### config.mk
export PLATFORM = sky130hd
export DESIGN_NAME = ipv6_header_chain_parser_core
export DESIGN_NICKNAME = d
export VERILOG_FILES = /design/src/design/ihcp_pkg.sv /design/src/design/ihcp_in_stage.sv /design/src/design/ihcp_walker.sv /design/src/design/ihcp_emitter.sv /design/src/design/ipv6_header_chain_parser_core.sv
export SDC_FILE = /design/constraint.sdc
export NUM_CORES = 1
export LEC_CHECK = 0
export ABC_AREA = 1
export BUFFER_PORTS_ARGS = -buffer_cell sky130_fd_sc_hd__buf_2
export CORE_MARGIN = 1.5
export CORE_UTILIZATION = 25
export DETAILED_ROUTE_END_ITERATION = 7
export SLEW_MARGIN = 10
export SYNTH_ARGS = -nofsm -noshare
export SYNTH_HDL_FRONTEND = slang
export SYNTH_SLANG_ARGS = --single-unit
### constraint.sdc
create_clock -name clk -period 34.2 [get_ports clk]
set_input_delay 6.84 -clock clk [delete_from_list [all_inputs] [get_ports clk]]
set_output_delay 6.84 -clock clk [all_outputs]
set_load 0.1 [all_outputs]
### src/design/ihcp_pkg.sv
// ============================================================================
// ihcp_pkg
// Shared types, constants and helpers for the IPv6 header chain parser.
// ============================================================================
package ihcp_pkg;

    // Byte position counter width; the count saturates at all ones
    localparam int POSITION_BITS = 17;
    // Width wide enough for a header start plus the largest extension length
    localparam int SUM_BITS      = (POSITION_BITS + 1 > 13) ? POSITION_BITS + 1 : 13;

    typedef logic [POSITION_BITS-1:0] pos_t;
    typedef logic [SUM_BITS-1:0]      pos_sum_t;

    localparam pos_t POS_MAX   = '1;
    localparam pos_t FIXED_LEN = POSITION_BITS'(40);
    localparam pos_t FIXED_HDR = POSITION_BITS'(8);
    localparam pos_t NH_POS    = POSITION_BITS'(6);
    localparam int   EXT_UNIT  = 8;

    // Next header codes
    localparam logic [7:0] NH_HOP_BY_HOP = 8'd0;
    localparam logic [7:0] NH_TCP        = 8'd6;
    localparam logic [7:0] NH_UDP        = 8'd17;
    localparam logic [7:0] NH_ROUTING    = 8'd43;
    localparam logic [7:0] NH_FRAGMENT   = 8'd44;
    localparam logic [7:0] NH_ICMPV6     = 8'd58;
    localparam logic [7:0] NH_DEST_OPTS  = 8'd60;

    // Result status codes
    localparam logic [2:0] ST_TOO_SHORT = 3'd0;
    localparam logic [2:0] ST_UPPER     = 3'd1;
    localparam logic [2:0] ST_UNKNOWN   = 3'd2;
    localparam logic [2:0] ST_TRUNCATED = 3'd3;
    localparam logic [2:0] ST_EXHAUSTED = 3'd4;

    localparam logic [1:0] PART_LAST = 2'd3;

    typedef struct packed {
        logic [7:0]  data_byte;
        logic [15:0] base_offset;
        logic        last_byte;
    } in_item_t;

    typedef struct packed {
        logic [2:0]  status;
        logic [3:0]  version;
        logic [7:0]  tclass;
        logic [19:0] flow_id;
        logic [15:0] pay_len;
        logic [7:0]  hop_lim;
        logic [7:0]  first_next_header;
        logic [7:0]  upper_protocol;
        logic [15:0] upper_offset;
        logic [1:0]  address_part;
        logic [63:0] address_word;
        logic        last_result;
    } out_item_t;

    // Per-packet summary handed from the walker to the emitter
    typedef struct packed {
        logic        too_short;
        logic [2:0]  status;
        logic [3:0]  version;
        logic [7:0]  tclass;
        logic [19:0] flow_id;
        logic [15:0] pay_len;
        logic [7:0]  hop_lim;
        logic [7:0]  first_next_header;
        logic [7:0]  upper_protocol;
        logic [15:0] upper_offset;
    } summary_t;

    typedef logic [3:0][63:0] addr_set_t;

    function automatic logic is_upper(input logic [7:0] nh);
        return (nh == NH_TCP) || (nh == NH_UDP) || (nh == NH_ICMPV6);
    endfunction

    function automatic logic is_len_ext(input logic [7:0] nh);
        return (nh == NH_HOP_BY_HOP) || (nh == NH_ROUTING) || (nh == NH_DEST_OPTS);
    endfunction

    function automatic pos_t sat_pos(input pos_sum_t v);
        return (v > SUM_BITS'(POS_MAX)) ? POS_MAX : POSITION_BITS'(v);
    endfunction

endpackage

### src/design/ihcp_in_stage.sv
// ============================================================================
// ihcp_in_stage
// Input register for packet bytes; holds a last byte while the emitter is busy.
// ============================================================================
module ihcp_in_stage
    import ihcp_pkg::*;
(
    input  logic     clk,
    input  logic     rst_n,
    input  logic     valid,
    output logic     stall,
    input  in_item_t item,
    input  logic     emit_free,
    output logic     advance,
    output in_item_t held_item
);

    logic     valid_reg;
    logic     valid_next;
    in_item_t item_reg;

    // Pass the held item on unless it closes a packet and the emitter is full
    assign advance   = valid_reg && (!item_reg.last_byte || emit_free);
    assign stall     = valid_reg && !advance;
    assign held_item = item_reg;

    // Refill whenever the held item moves on or the register is empty
    always_comb
    begin
        valid_next = valid_reg;
        if (valid && !stall)
        begin
            valid_next = 1'b1;
        end
        else if (advance)
        begin
            valid_next = 1'b0;
        end
    end

    always_ff @(posedge clk or negedge rst_n)
    begin
        if (!rst_n)
        begin
            valid_reg <= 1'b0;
        end
        else
        begin
            valid_reg <= valid_next;
        end
    end

    // Capture payload on accept
    always_ff @(posedge clk)
    begin
        if (valid && !stall)
        begin
            item_reg <= item;
        end
    end

endmodule

### src/design/ihcp_walker.sv
// ============================================================================
// ihcp_walker
// Per-byte header capture and extension header walk; builds the packet summary.
// ============================================================================
module ihcp_walker
    import ihcp_pkg::*;
(
    input  logic      clk,
    input  logic      rst_n,
    input  logic      advance,
    input  in_item_t  item,
    output logic      load,
    output summary_t  summary,
    output addr_set_t addrs
);

    pos_t        pos_reg,     pos_next;
    logic [15:0] base_reg,    base_next;
    logic [63:0] fixed_reg,   fixed_next;
    logic [7:0]  wnh_reg,     wnh_next;
    pos_t        hs_reg,      hs_next;
    pos_t        he_reg,      he_next;
    logic        stopped_reg, stopped_next;
    logic [2:0]  stop_reg,    stop_next;
    logic [7:0]  pend_reg,    pend_next;
    logic [63:0] addr_reg [4];

    pos_t        addr_off;
    logic        addr_we;

    assign load     = advance && item.last_byte;
    assign addr_off = pos_reg - FIXED_HDR;
    assign addr_we  = advance && (pos_reg != POS_MAX) && (pos_reg >= FIXED_HDR)
                      && (pos_reg < FIXED_LEN);

    // Present the address quarters with the current byte already shifted in
    always_comb
    begin
        for (int i = 0; i < 4; i++)
        begin
            addrs[i] = addr_reg[i];
            if (addr_we && (addr_off[4:3] == 2'(i)))
            begin
                addrs[i] = {addr_reg[i][55:0], item.data_byte};
            end
        end
    end

    // Update parse state for one byte, build the summary on the last byte
    always_comb
    begin
        pos_t        p;
        logic [7:0]  b;
        pos_t        start;
        logic [7:0]  proto;
        logic [2:0]  st;
        pos_sum_t    hs_inc;

        p            = pos_reg;
        b            = item.data_byte;
        pos_next     = pos_reg;
        base_next    = base_reg;
        fixed_next   = fixed_reg;
        wnh_next     = wnh_reg;
        hs_next      = hs_reg;
        he_next      = he_reg;
        stopped_next = stopped_reg;
        stop_next    = stop_reg;
        pend_next    = pend_reg;
        summary      = '0;
        start        = '0;
        proto        = '0;
        st           = ST_TOO_SHORT;
        hs_inc       = '0;

        if (advance && (p != POS_MAX))
        begin
            if (p == '0)
            begin
                base_next = item.base_offset;
            end
            if (p < FIXED_HDR)
            begin
                fixed_next = {fixed_reg[55:0], b};
            end
            if (p == NH_POS)
            begin
                wnh_next = b;
            end

            // Walk extension headers past the fixed header
            if (!stopped_reg && (p >= FIXED_LEN))
            begin
                if ((he_next > hs_next) && (p == he_next))
                begin
                    wnh_next = pend_reg;
                    hs_next  = he_next;
                end
                hs_inc = SUM_BITS'(hs_next) + SUM_BITS'(1);
                if (p == hs_next)
                begin
                    if (is_upper(wnh_next))
                    begin
                        stopped_next = 1'b1;
                        stop_next    = ST_UPPER;
                    end
                    else if (is_len_ext(wnh_next) || (wnh_next == NH_FRAGMENT))
                    begin
                        pend_next = b;
                        he_next   = sat_pos(SUM_BITS'(hs_next) + SUM_BITS'(EXT_UNIT));
                    end
                    else
                    begin
                        stopped_next = 1'b1;
                        stop_next    = ST_UNKNOWN;
                    end
                end
                else if ((SUM_BITS'(p) == hs_inc) && is_len_ext(wnh_next))
                begin
                    he_next = sat_pos(SUM_BITS'(hs_next) + SUM_BITS'({b, 3'b000})
                                      + SUM_BITS'(EXT_UNIT));
                end
            end
            pos_next = p + POSITION_BITS'(1);
        end

        if (load)
        begin
            // Decide where the walk ended
            proto = wnh_next;
            start = hs_next;
            if (stopped_next)
            begin
                st = stop_next;
            end
            else if (he_next > hs_next)
            begin
                if (pos_next >= he_next)
                begin
                    proto = pend_next;
                    start = he_next;
                    st    = ST_EXHAUSTED;
                end
                else
                begin
                    st = ST_TRUNCATED;
                end
            end
            else
            begin
                st = ST_EXHAUSTED;
            end

            if (pos_next < FIXED_LEN)
            begin
                summary.too_short = 1'b1;
            end
            else
            begin
                summary.status            = st;
                summary.version           = fixed_next[63:60];
                summary.tclass            = fixed_next[59:52];
                summary.flow_id           = fixed_next[51:32];
                summary.pay_len           = fixed_next[31:16];
                summary.hop_lim           = fixed_next[7:0];
                summary.first_next_header = fixed_next[15:8];
                summary.upper_protocol    = proto;
                summary.upper_offset      = base_next + 16'(start);
            end

            // Return to the idle state for the next packet
            pos_next     = '0;
            base_next    = '0;
            fixed_next   = '0;
            wnh_next     = '0;
            hs_next      = FIXED_LEN;
            he_next      = FIXED_LEN;
            stopped_next = 1'b0;
            stop_next    = ST_TOO_SHORT;
            pend_next    = '0;
        end
    end

    always_ff @(posedge clk or negedge rst_n)
    begin
        if (!rst_n)
        begin
            pos_reg     <= '0;
            base_reg    <= '0;
            fixed_reg   <= '0;
            wnh_reg     <= '0;
            hs_reg      <= FIXED_LEN;
            he_reg      <= FIXED_LEN;
            stopped_reg <= 1'b0;
            stop_reg    <= ST_TOO_SHORT;
            pend_reg    <= '0;
        end
        else
        begin
            pos_reg     <= pos_next;
            base_reg    <= base_next;
            fixed_reg   <= fixed_next;
            wnh_reg     <= wnh_next;
            hs_reg      <= hs_next;
            he_reg      <= he_next;
            stopped_reg <= stopped_next;
            stop_reg    <= stop_next;
            pend_reg    <= pend_next;
        end
    end

    // Shift address bytes into the selected quarter
    always_ff @(posedge clk)
    begin
        if (addr_we)
        begin
            addr_reg[addr_off[4:3]] <= {addr_reg[addr_off[4:3]][55:0], item.data_byte};
        end
    end

endmodule

### src/design/ihcp_emitter.sv
// ============================================================================
// ihcp_emitter
// Result buffer; holds one packet summary and sends its result items in turn.
// ============================================================================
module ihcp_emitter
    import ihcp_pkg::*;
(
    input  logic      clk,
    input  logic      rst_n,
    input  logic      load,
    input  summary_t  summary,
    input  addr_set_t addrs,
    output logic      emit_free,
    output logic      valid,
    input  logic      stall,
    output out_item_t item
);

    logic        valid_reg,  valid_next;
    logic [1:0]  part_reg,   part_next;
    summary_t    sum_reg;
    logic [63:0] addr_reg [4];
    logic        final_item;

    assign final_item = sum_reg.too_short || (part_reg == PART_LAST);
    assign emit_free  = !valid_reg || (!stall && final_item);
    assign valid      = valid_reg;

    // Assemble the current result item
    always_comb
    begin
        item.status            = sum_reg.status;
        item.version           = sum_reg.version;
        item.tclass            = sum_reg.tclass;
        item.flow_id           = sum_reg.flow_id;
        item.pay_len           = sum_reg.pay_len;
        item.hop_lim           = sum_reg.hop_lim;
        item.first_next_header = sum_reg.first_next_header;
        item.upper_protocol    = sum_reg.upper_protocol;
        item.upper_offset      = sum_reg.upper_offset;
        item.address_part      = part_reg;
        item.address_word      = sum_reg.too_short ? 64'd0 : addr_reg[part_reg];
        item.last_result       = final_item;
    end

    // Advance through the quarters, reload on a new summary
    always_comb
    begin
        valid_next = valid_reg;
        part_next  = part_reg;
        if (load)
        begin
            valid_next = 1'b1;
            part_next  = '0;
        end
        else if (valid_reg && !stall)
        begin
            if (final_item)
            begin
                valid_next = 1'b0;
            end
            else
            begin
                part_next = part_reg + 2'd1;
            end
        end
    end

    always_ff @(posedge clk or negedge rst_n)
    begin
        if (!rst_n)
        begin
            valid_reg <= 1'b0;
            part_reg  <= '0;
        end
        else
        begin
            valid_reg <= valid_next;
            part_reg  <= part_next;
        end
    end

    // Hold a snapshot of the packet summary
    always_ff @(posedge clk)
    begin
        if (load)
        begin
            sum_reg <= summary;
            for (int i = 0; i < 4; i++)
            begin
                addr_reg[i] <= addrs[i];
            end
        end
    end

endmodule

### src/design/ipv6_header_chain_parser_core.sv
// ============================================================================
// ipv6_header_chain_parser_core
// IPv6 fixed header extraction and extension header chain walk, byte by byte.
// ============================================================================
// Usage:
//   Packet bytes enter on the byte channel (byte_valid / byte_stall /
//   byte_item), starting at the first IPv6 header byte; base_offset is taken
//   from the first byte and last_byte marks the end of the packet.
//   Results leave on the result channel (result_valid / result_stall /
//   result_item): four items per packet of 40 bytes or more, one per address
//   quarter, or one too-short item; last_result flags the final one.
//   Throughput is one byte per cycle while byte_stall is low. Each byte
//   passes the input register, then the parse state; a last byte leaving
//   the input register loads the single result buffer, which presents the
//   first result; the remaining results follow one per cycle while
//   result_stall is low. A last byte waits in the input register while the
//   result buffer still holds an earlier packet, so a stalled receiver
//   backs up into byte_stall only at packet ends. Reset clears all parse
//   state and drops pending results; byte_stall is low out of reset.
// ============================================================================
module ipv6_header_chain_parser_core
    import ihcp_pkg::*;
(
    input  logic      clk,
    input  logic      rst_n,
    input  logic      byte_valid,
    output logic      byte_stall,
    input  in_item_t  byte_item,
    output logic      result_valid,
    input  logic      result_stall,
    output out_item_t result_item
);

    logic      emit_free;
    logic      advance;
    in_item_t  held_item;
    logic      load;
    summary_t  summary;
    addr_set_t addrs;

    // Register incoming bytes
    ihcp_in_stage u_in_stage
    (
        .clk       (clk),
        .rst_n     (rst_n),
        .valid     (byte_valid),
        .stall     (byte_stall),
        .item      (byte_item),
        .emit_free (emit_free),
        .advance   (advance),
        .held_item (held_item)
    );

    // Parse header fields and walk the chain
    ihcp_walker u_walker
    (
        .clk     (clk),
        .rst_n   (rst_n),
        .advance (advance),
        .item    (held_item),
        .load    (load),
        .summary (summary),
        .addrs   (addrs)
    );

    // Send the result items
    ihcp_emitter u_emitter
    (
        .clk       (clk),
        .rst_n     (rst_n),
        .load      (load),
        .summary   (summary),
        .addrs     (addrs),
        .emit_free (emit_free),
        .valid     (result_valid),
        .stall     (result_stall),
        .item      (result_item)
    );

endmodule

==> results of run 1 <==
==> Yosys cell counts, types with 5 or more instances <==
| cell type | instances |
|---|---|
| sky130_fd_sc_hd__a21oi_1 | 143 |
| sky130_fd_sc_hd__a22oi_1 | 6 |
| sky130_fd_sc_hd__buf_1 | 16 |
| sky130_fd_sc_hd__buf_2 | 20 |
| sky130_fd_sc_hd__buf_4 | 100 |
| sky130_fd_sc_hd__clkbuf_1 | 162 |
| sky130_fd_sc_hd__dfrtp_1 | 151 |
| sky130_fd_sc_hd__edfxtp_1 | 629 |
| sky130_fd_sc_hd__ha_1 | 94 |
| sky130_fd_sc_hd__inv_1 | 240 |
| sky130_fd_sc_hd__inv_2 | 21 |
| sky130_fd_sc_hd__mux2i_1 | 57 |
| sky130_fd_sc_hd__nand2_1 | 1157 |
| sky130_fd_sc_hd__nand2_2 | 20 |
| sky130_fd_sc_hd__nand3_1 | 123 |
| sky130_fd_sc_hd__nand3b_1 | 6 |
| sky130_fd_sc_hd__nand4_1 | 23 |
| sky130_fd_sc_hd__nor2_1 | 683 |
| sky130_fd_sc_hd__nor2_2 | 11 |
| sky130_fd_sc_hd__nor2_4 | 6 |
| sky130_fd_sc_hd__nor3_1 | 25 |
| sky130_fd_sc_hd__nor4_1 | 5 |
| sky130_fd_sc_hd__o21a_1 | 15 |
| sky130_fd_sc_hd__o21ai_0 | 378 |
| sky130_fd_sc_hd__o21ai_1 | 25 |
| sky130_fd_sc_hd__o21bai_1 | 6 |
| sky130_fd_sc_hd__o22ai_1 | 56 |
| sky130_fd_sc_hd__or2_0 | 5 |
| sky130_fd_sc_hd__xnor2_1 | 8 |
| sky130_fd_sc_hd__xor2_1 | 30 |
==> layout by cell type (no fill, tap or decap), types with 8 or more instances in the layout <==
cell type	netlist	final
sky130_fd_sc_hd__clkinv_1	1	13
sky130_fd_sc_hd__o21ai_1	25	25
sky130_fd_sc_hd__clkinv_2	0	20
sky130_fd_sc_hd__inv_2	21	20
sky130_fd_sc_hd__xnor2_1	8	8
sky130_fd_sc_hd__o21a_1	15	15
sky130_fd_sc_hd__nand2_2	20	20
sky130_fd_sc_hd__edfxtp_1	629	629
sky130_fd_sc_hd__dfrtp_1	151	148
sky130_fd_sc_hd__mux2i_1	57	57
sky130_fd_sc_hd__buf_2	20	187
sky130_fd_sc_hd__clkbuf_1	162	18
sky130_fd_sc_hd__clkbuf_16	0	86
sky130_fd_sc_hd__nor2_2	11	12
sky130_fd_sc_hd__inv_1	240	234
sky130_fd_sc_hd__o22ai_1	56	56
sky130_fd_sc_hd__xor2_1	30	30
sky130_fd_sc_hd__nor2_4	6	8
sky130_fd_sc_hd__nand4_1	23	23
sky130_fd_sc_hd__buf_4	100	41
sky130_fd_sc_hd__nand3_1	123	120
sky130_fd_sc_hd__nand2_1	1157	1157
sky130_fd_sc_hd__ha_1	94	93
sky130_fd_sc_hd__nor3_1	25	25
sky130_fd_sc_hd__o21ai_0	378	378
sky130_fd_sc_hd__a21oi_1	143	143
sky130_fd_sc_hd__nor2_1	683	680
==> layer usage <==
metal,wire (um),share of wire,vias to the layer above
li1,-,-,14200
met1,55300,0.44,14600
met2,56100,0.45,1204
met3,9690,0.078,207
met4,3870,0.031,4
met5,21,0.00017,-
==> final timing paths <==
kind / start / end / cells past startpoint / slack, ns
max: result_stall / byte_stall / 7 / 19.15
min: u_walker.addr_reg[0][62] / u_emitter.addr_reg[0][62] / 2 / 0.51
max reg2reg: u_walker.pos_reg[3] / u_emitter.item[81] / 63 / 22.47
min reg2reg: u_walker.addr_reg[0][62] / u_emitter.addr_reg[0][62] / 2 / 0.51
max in group asynchronous: rst_n / u_emitter.part_reg[0] / 3 / 26.15
min in group asynchronous: rst_n / u_walker.fixed_reg[30] / 1 / 6.09
==> critical path, stage by stage <==
cell and delay [ns]:
sky130_fd_sc_hd__buf_2 0.20, sky130_fd_sc_hd__o21ai_1 0.11, sky130_fd_sc_hd__buf_4 0.17, sky130_fd_sc_hd__nor2_1 0.23, sky130_fd_sc_hd__nand2_1 0.16, sky130_fd_sc_hd__inv_1 0.07, sky130_fd_sc_hd__buf_2 0.42
==> kinds of logic (layout without fill, tap and decap cells) <==
group | after synthesis | in the layout | share of synthesized area
simple gates | 2080 | 2080 | 0.212
flops | 784 | 784 | 0.580
compound gates | 649 | 649 | 0.0886
buf+inv | 566 | 649 | 0.0654
fa+ha+maj | 96 | 96 | 0.0310
mux | 57 | 57 | 0.0145
xor+xnor | 39 | 39 | 0.00889
other cells | 0 | 3 | 0
==> area by class of cell <==
class,count,area (um^2),area share
antenna,3,7.51,0.000169
clock buffer,110,2300,0.0519
clock inverter,47,474,0.0107
inverter,263,1010,0.0227
multi-input combinational,2921,14000,0.315
sequential,784,22800,0.513
tap,2058,2570,0.0580
timing repair buffer,229,1250,0.0283
==> through the flow <==
stage / util / hold WS [ns] / std cells / total power, mW / setup slack [ns]
floorplan: - / 0.466 / 4271 / 1.77 / 16.35
global placement: 0.267 / 0.483 / 6255 / 1.96 / 19.17
detailed placement: 0.267 / 0.493 / 6255 / 1.97 / 19.21
CTS: 0.285 / 0.511 / 6412 / 2.90 / 19.20
global route: 0.285 / 0.529 / 6412 / 3.02 / 19.07
finish: 0.285 / 0.511 / 6415 / 2.88 / 19.15
==> where the power goes <==
part           total [mW]  leakage (nW)  switching (mW)  internal [mW]
combinational       0.654          9.43           0.483          0.171
clock               0.928          1.37           0.403          0.525
sequential           1.30          7.90          0.0689           1.23
total                2.88          18.7           0.954           1.93
==> metrics, run 1 <==
Tot GR Track Use 0.153; Post-CTS Setup Repair Bufs 0; Detailed Route Iter0 Violations 2904; count of final hold-check violations 0; dominant register cell in the synthesized netlist sky130_fd_sc_hd__edfxtp_1; Worst Max-Slew Pin Slew roughly 1.1 ns; CTS tree built; Final TNS setup 0 ns; met1 Use GR 0.209; Post-CTS Hold Buffers 0; remaining number of nets flagged by the antenna check after routing 0; Root Buffer Master sky130_fd_sc_hd__clkbuf_16; GRT busiest layer met2; maximum frequency from static timing analysis roughly 66 MHz; vias per std cell ~4.7; Initial Utilization 0.252; minimum clock period after layout between 15 and 20 ns; unrepaired setup endpoints after global routing false; core outline area around 160000 um^2; Area growth, synth to finish 13.1%; layout cells sized above 1 0.105; CP arrival between 8 and 9 ns; WS Path Type in -> out; worst-skew pair later-pin latency 0.73 ns; synthesized netlist net count roughly 4400; Post-CTS Resized 0; Distinct cells, synth roughly 60; Worst Hold Class reg -> reg; y dimension of the die about 400 um; H-tree level count 3; leakage around 19 nW; number of flops mapped to enable cells by yosys between 600 and 700; Worst Path Required between 20 and 30 ns; clock transition time at the flip-flop clock pins of the worst setup and hold paths 0.06 ns; Wirelength per Cell between 15 and 20 um; post-placement cell area around 42000 um^2; HPWL reported at the end of detailed placement 81100 um; number of global-route vias before repair around 29000; number of top-level pins 189; sequential fraction of the synthesis area 0.580; share of synthesized registers carrying an async set or reset 0.198; # setup viols final 0; cts bufs inserted 85; startpoint class of the critical path input port; Synth Warn # 0; Die ar. between 150000 and 200000 um^2; maximum fanout along the worst path 4; met2 routing resource usage after global routing 0.240; largest cells by area after synthesis sky130_fd_sc_hd__edfxtp_1, sky130_fd_sc_hd__nand2_1, sky130_fd_sc_hd__dfrtp_1, sky130_fd_sc_hd__nor2_1, sky130_fd_sc_hd__o21ai_0; maximum root-to-sink buffer count 3; fin nets 4409; mean instance size in the synthesized netlist 9.19 um^2; aggregate global routing overflow 0; final cell area excluding filler cells between 40000 and 50000 um^2; top cell type's share of synthesized area 0.481; fraction of met3 tracks used by global routing 0.0309; cell type contributing the most total cell area after synthesis sky130_fd_sc_hd__edfxtp_1; GPL Wtd Cong between 0.9 and 1; fraction of the cycle the final worst path needs 0.440; Row Count roughly 150; worst setup skew after layout between 0.06 and 0.07 ns; number of antenna violations at the first check in global routing 8; Worst setup EP type output pin; number of fill cells in the layout approximately 16000; result of the run complete, no violations; largest net degree at the start of global routing roughly 130; first-pass GRT wire length ~180000 um; total count of max-transition violations in the final report 0; netlist area before placement a little under 40000 um^2; Total Routed Length around 130000 um; total number of clock tree sinks 784; count of input and output buffers around 190; post-synthesis cell count ~4300; Max VDD drop between 0.04 and 0.05 mV; power density over the cells between 60 and 70 nW/um^2; remaining routing DRC violations 0; number of iterations in the first detailed-routing pass 7; count of vias placed by the detailed router between 30000 and 40000; register bit count reported by yosys slightly below 800; max-cap violation count 0; width of the die around 400 um; relative max-transition margin 0.286
(Power assumes the default switching activity.)
==> run 2: changes to the inputs <==
Settings changed: ABC_AREA 1 to 0.
Clock period 34.2 ns to 13.1 ns, I/O delays scaled along.
==> run 2 against run 1 <==
  * Non-clock buffer count increased by 21
  * Flip-flop and latch count unchanged
  * Setup slack got worse by 18 ns
  * Synthesized area decreased by 1.6%
  * Critical endpoint is now u_emitter.item[81]
  * Final cell count decreased by 14%
  * Largest power group unchanged
==> metrics, run 2 <==
clock transition time at the flip-flop clock pins of the worst setup and hold paths 0.06 ns (about the same); post-placement cell area 41200 um^2 (-0.90%); combined flip-flop and latch cell area 22800 um^2 (about the same); maximum root-to-sink buffer count 3 (unchanged); commonest non-fill, non-tap cell in the layout sky130_fd_sc_hd__nand2_1; Worst path slowest cell sky130_fd_sc_hd__dfrtp_1; remaining routing DRC violations 0 (unchanged); unrepaired setup endpoints after global routing false; part of the total power dissipated in sequential elements 0.480 (+0.029); Switch Pwr 1.65 mW (+73%); count of final hold-check violations 0 (unchanged); worst setup skew after layout 0.0385 ns (-0.0285 ns); depth of the worst register-to-register path 53 (-16%); simple-gate share of the synthesized area 0.164 (-0.0475); Row Count 144 (-0.69%); net switching share of the total power 0.269 (-0.0624); main combinational cell family by area after synthesis simple AND/OR/NAND/NOR gates; Post-CTS Resized 0 (unchanged); final cell area excluding filler cells 44000 um^2 (-0.90%); Clock Power Share 0.386 (+0.064); most frequent cells after synthesis sky130_fd_sc_hd__nand2_1, sky130_fd_sc_hd__edfxtp_1, sky130_fd_sc_hd__nor2_1; number of iterations in the first detailed-routing pass 6 (-1); Worst Hold Class reg -> reg; # setup viols final 0 (unchanged); Post-CTS Hold Buffers 0 (unchanged); cell count after placement 5334 (-15%); top cell type's share of synthesized area 0.489 (+0.00771); post-synthesis adder-cell area fraction 0.0315 (+0.000496); largest cells by area after synthesis sky130_fd_sc_hd__edfxtp_1, sky130_fd_sc_hd__dfrtp_1, sky130_fd_sc_hd__nand2_1, sky130_fd_sc_hd__mux4_2, sky130_fd_sc_hd__ha_1; H-tree level count 3 (unchanged); Worst setup EP type flip-flop; most frequent CP cell sky130_fd_sc_hd__o21ai_0; maximum frequency from static timing analysis between 80 and 90 MHz; GPL Wtd Cong 0.909 (-3.3%); CP arrival 12.67 ns (+4.46 ns); vias per std cell 4.72 (+0.32%); Post-CTS Setup Repair Bufs 0 (unchanged); Initial Utilization 0.251 (-0.000497); layout cells sized above 1 0.165 (+0.0601); WS Path Type reg -> reg; width of the die 396 um (-0.79%); Worst Max-Slew Pin Slew 1.09 ns (+0.0177 ns); post-synthesis cell count 3317 (-22%); Max VDD drop 0.105 mV (+140%); number of antenna violations at the first check in global routing 5 (-3); relative max-transition margin 0.275 (-0.0118); Detailed Route Iter0 Violations 2454 (-15%); xor and xnor fraction of the mapped netlist area 0.0151 (+0.00620); synthesized netlist net count 3442 (-22%); count of vias placed by the detailed router 25900 (-14%); dominant register cell in the synthesized netlist sky130_fd_sc_hd__edfxtp_1; mux contribution to synthesized area 0.104 (+0.0899); leakage 17.2 nW (-7.8%); number of flops mapped to enable cells by yosys 629 (unchanged); power density over the cells 140 nW/um^2 (+120%); HPWL reported at the end of detailed placement 74800 um (-7.8%); Wirelength per Cell 20.5 um (+5.4%); Area growth, synth to finish 13.8%; result of the run complete, no violations; number of fill cells in the layout 15900 (-3.6%); total count of max-transition violations in the final report 0 (unchanged); number of global-route vias before repair 26000 (-11%); netlist area before placement 38700 um^2 (-1.6%); max-cap violation count 0 (unchanged); top library cells by usage in the layout, fill and taps aside sky130_fd_sc_hd__nand2_1, sky130_fd_sc_hd__edfxtp_1, sky130_fd_sc_hd__nor2_1, sky130_fd_sc_hd__buf_2, sky130_fd_sc_hd__dfrtp_1; largest incremental delay on the critical path 0.70 ns (+0.28 ns); Total Routed Length 113000 um (-9.8%); share of synthesized registers carrying an async set or reset 0.198 (unchanged); aggregate global routing overflow 0 (unchanged); first-pass GRT wire length 168000 um (-9.1%); Synth Warn # 0 (unchanged); combinational fraction of design power 0.134 (-0.093); count of input and output buffers 188 (unchanged); largest net degree at the start of global routing 131 (-2.2%); Tot GR Track Use 0.141 (-0.0121); maximum fanout along the worst path 21 (+17); Die ar. 157000 um^2 (-1.6%); fraction of the cycle the final worst path needs 0.937; register bit count reported by yosys 784 (unchanged); startpoint class of the critical path flip-flop; cts bufs inserted 84 (-1.2%); CTS tree built; number of top-level pins 189 (unchanged); compound-gate portion of the synthesized area 0.0490 (-0.0396); Internal 4.50 mW (+130%); Worst Path Required 13.50 ns (-13.86 ns); Root Buffer Master sky130_fd_sc_hd__clkbuf_16; core outline area 154000 um^2 (-1.4%); Final TNS setup 0 ns (unchanged); sequential fraction of the synthesis area 0.589 (+0.00929); worst-skew pair later-pin latency 0.70 ns (-0.03 ns); minimum clock period after layout ~12 ns; area of combinational cells with multiple inputs 14100 um^2 (+0.93%); remaining number of nets flagged by the antenna check after routing 0 (unchanged); most common cell in the synthesized netlist sky130_fd_sc_hd__nand2_1; cell type contributing the most total cell area after synthesis sky130_fd_sc_hd__edfxtp_1; total number of clock tree sinks 784 (unchanged); depth of the worst hold-timing path 2 (unchanged); Distinct cells, synth 88 (+44%); y dimension of the die 396 um (-0.79%); number of standard cells in the layout, taps in and fillers out 5490 (-14%); fin nets 3501 (-21%); mean instance size in the synthesized netlist 11.7 um^2 (+27%)
==> run 2: cell types whose count changed in the layout (fill, tap and decap cells not counted), moves of 79 or more <==
cell | before | now
sky130_fd_sc_hd__inv_1 | 234 | 85
sky130_fd_sc_hd__mux4_2 | 0 | 120
sky130_fd_sc_hd__nand2_1 | 1157 | 854
sky130_fd_sc_hd__nand3_1 | 120 | 41
sky130_fd_sc_hd__nor2_1 | 680 | 278
sky130_fd_sc_hd__nor2b_1 | 0 | 84
sky130_fd_sc_hd__o21ai_0 | 378 | 59
==> run 2: worst paths after layout <==
check                                         startpoint                         to  slack [ns]
worst max-delay path                  u_walker.hs_reg[2]         u_emitter.item[81]        0.83
worst max register to register        u_walker.hs_reg[2]         u_emitter.item[81]        0.83
worst min register to register  u_walker.addr_reg[2][60]  u_emitter.addr_reg[2][60]        0.50
worst min-delay path            u_walker.addr_reg[2][60]  u_emitter.addr_reg[2][60]        0.50
max in group asynchronous                          rst_n      u_emitter.part_reg[0]        9.17
min in group asynchronous                          rst_n         u_walker.hs_reg[7]        1.83
==> run 2: routing by layer <==
| metal | track usage | wire (um) |
|---|---|---|
| met1 | 0.188 | 47800 |
| met2 | 0.226 | 52700 |
| met3 | 0.0305 | 8780 |
| met4 | 0.0440 | 3510 |
| met5 | 0 | 9 |
==> run 2: stage by stage <==
stage               hold WS [ns]  power (mW)  utilization  setup WS (ns)
floorplan                  0.477        3.61            -           2.44
global placement           0.495        3.83        0.268           1.38
detailed placement         0.497        3.84        0.268           1.23
CTS                        0.507        6.22        0.286           1.13
global route               0.523        6.39        0.286         0.0293
finish                     0.501        6.16        0.286          0.830
==> run 2: worst max-delay path, delay by kind of cell (launching register included) <==
kind            cells  cell delay, ns
compound gates     30            6.24
buf+inv             6            1.14
flops               1            0.70
fa+ha+maj           5            1.83
simple gates       12            2.03
==> run 2: cell type report <==
type	instances	share of cell area
sequential	784	0.518
multi-input combinational	2164	0.321
tap	2044	0.0581
clock buffer	105	0.0510
timing repair buffer	250	0.0321
clock inverter	50	0.0117
inverter	92	0.00825
antenna	1	0.0000569
==> run 2: cell families (layout without fill, tap and decap cells) <==
group           after synthesis  after routing
buf+inv                     369            497
mux                         250            250
compound gates              284            284
flops                       784            784
fa+ha+maj                    96             96
xor+xnor                     65             65
other cells                   0              1
simple gates               1469           1469
==> run 2: power groups by stage <==
stage | clock network [mW] | logic, mW | registers, mW
finish | 2.38 | 0.827 | 2.96
global route | 2.53 | 0.895 | 2.97
global placement | 0 | 0.824 | 3.01
CTS | 2.43 | 0.830 | 2.96
floorplan | 0 | 0.623 | 2.98
detailed placement | 0 | 0.825 | 3.01
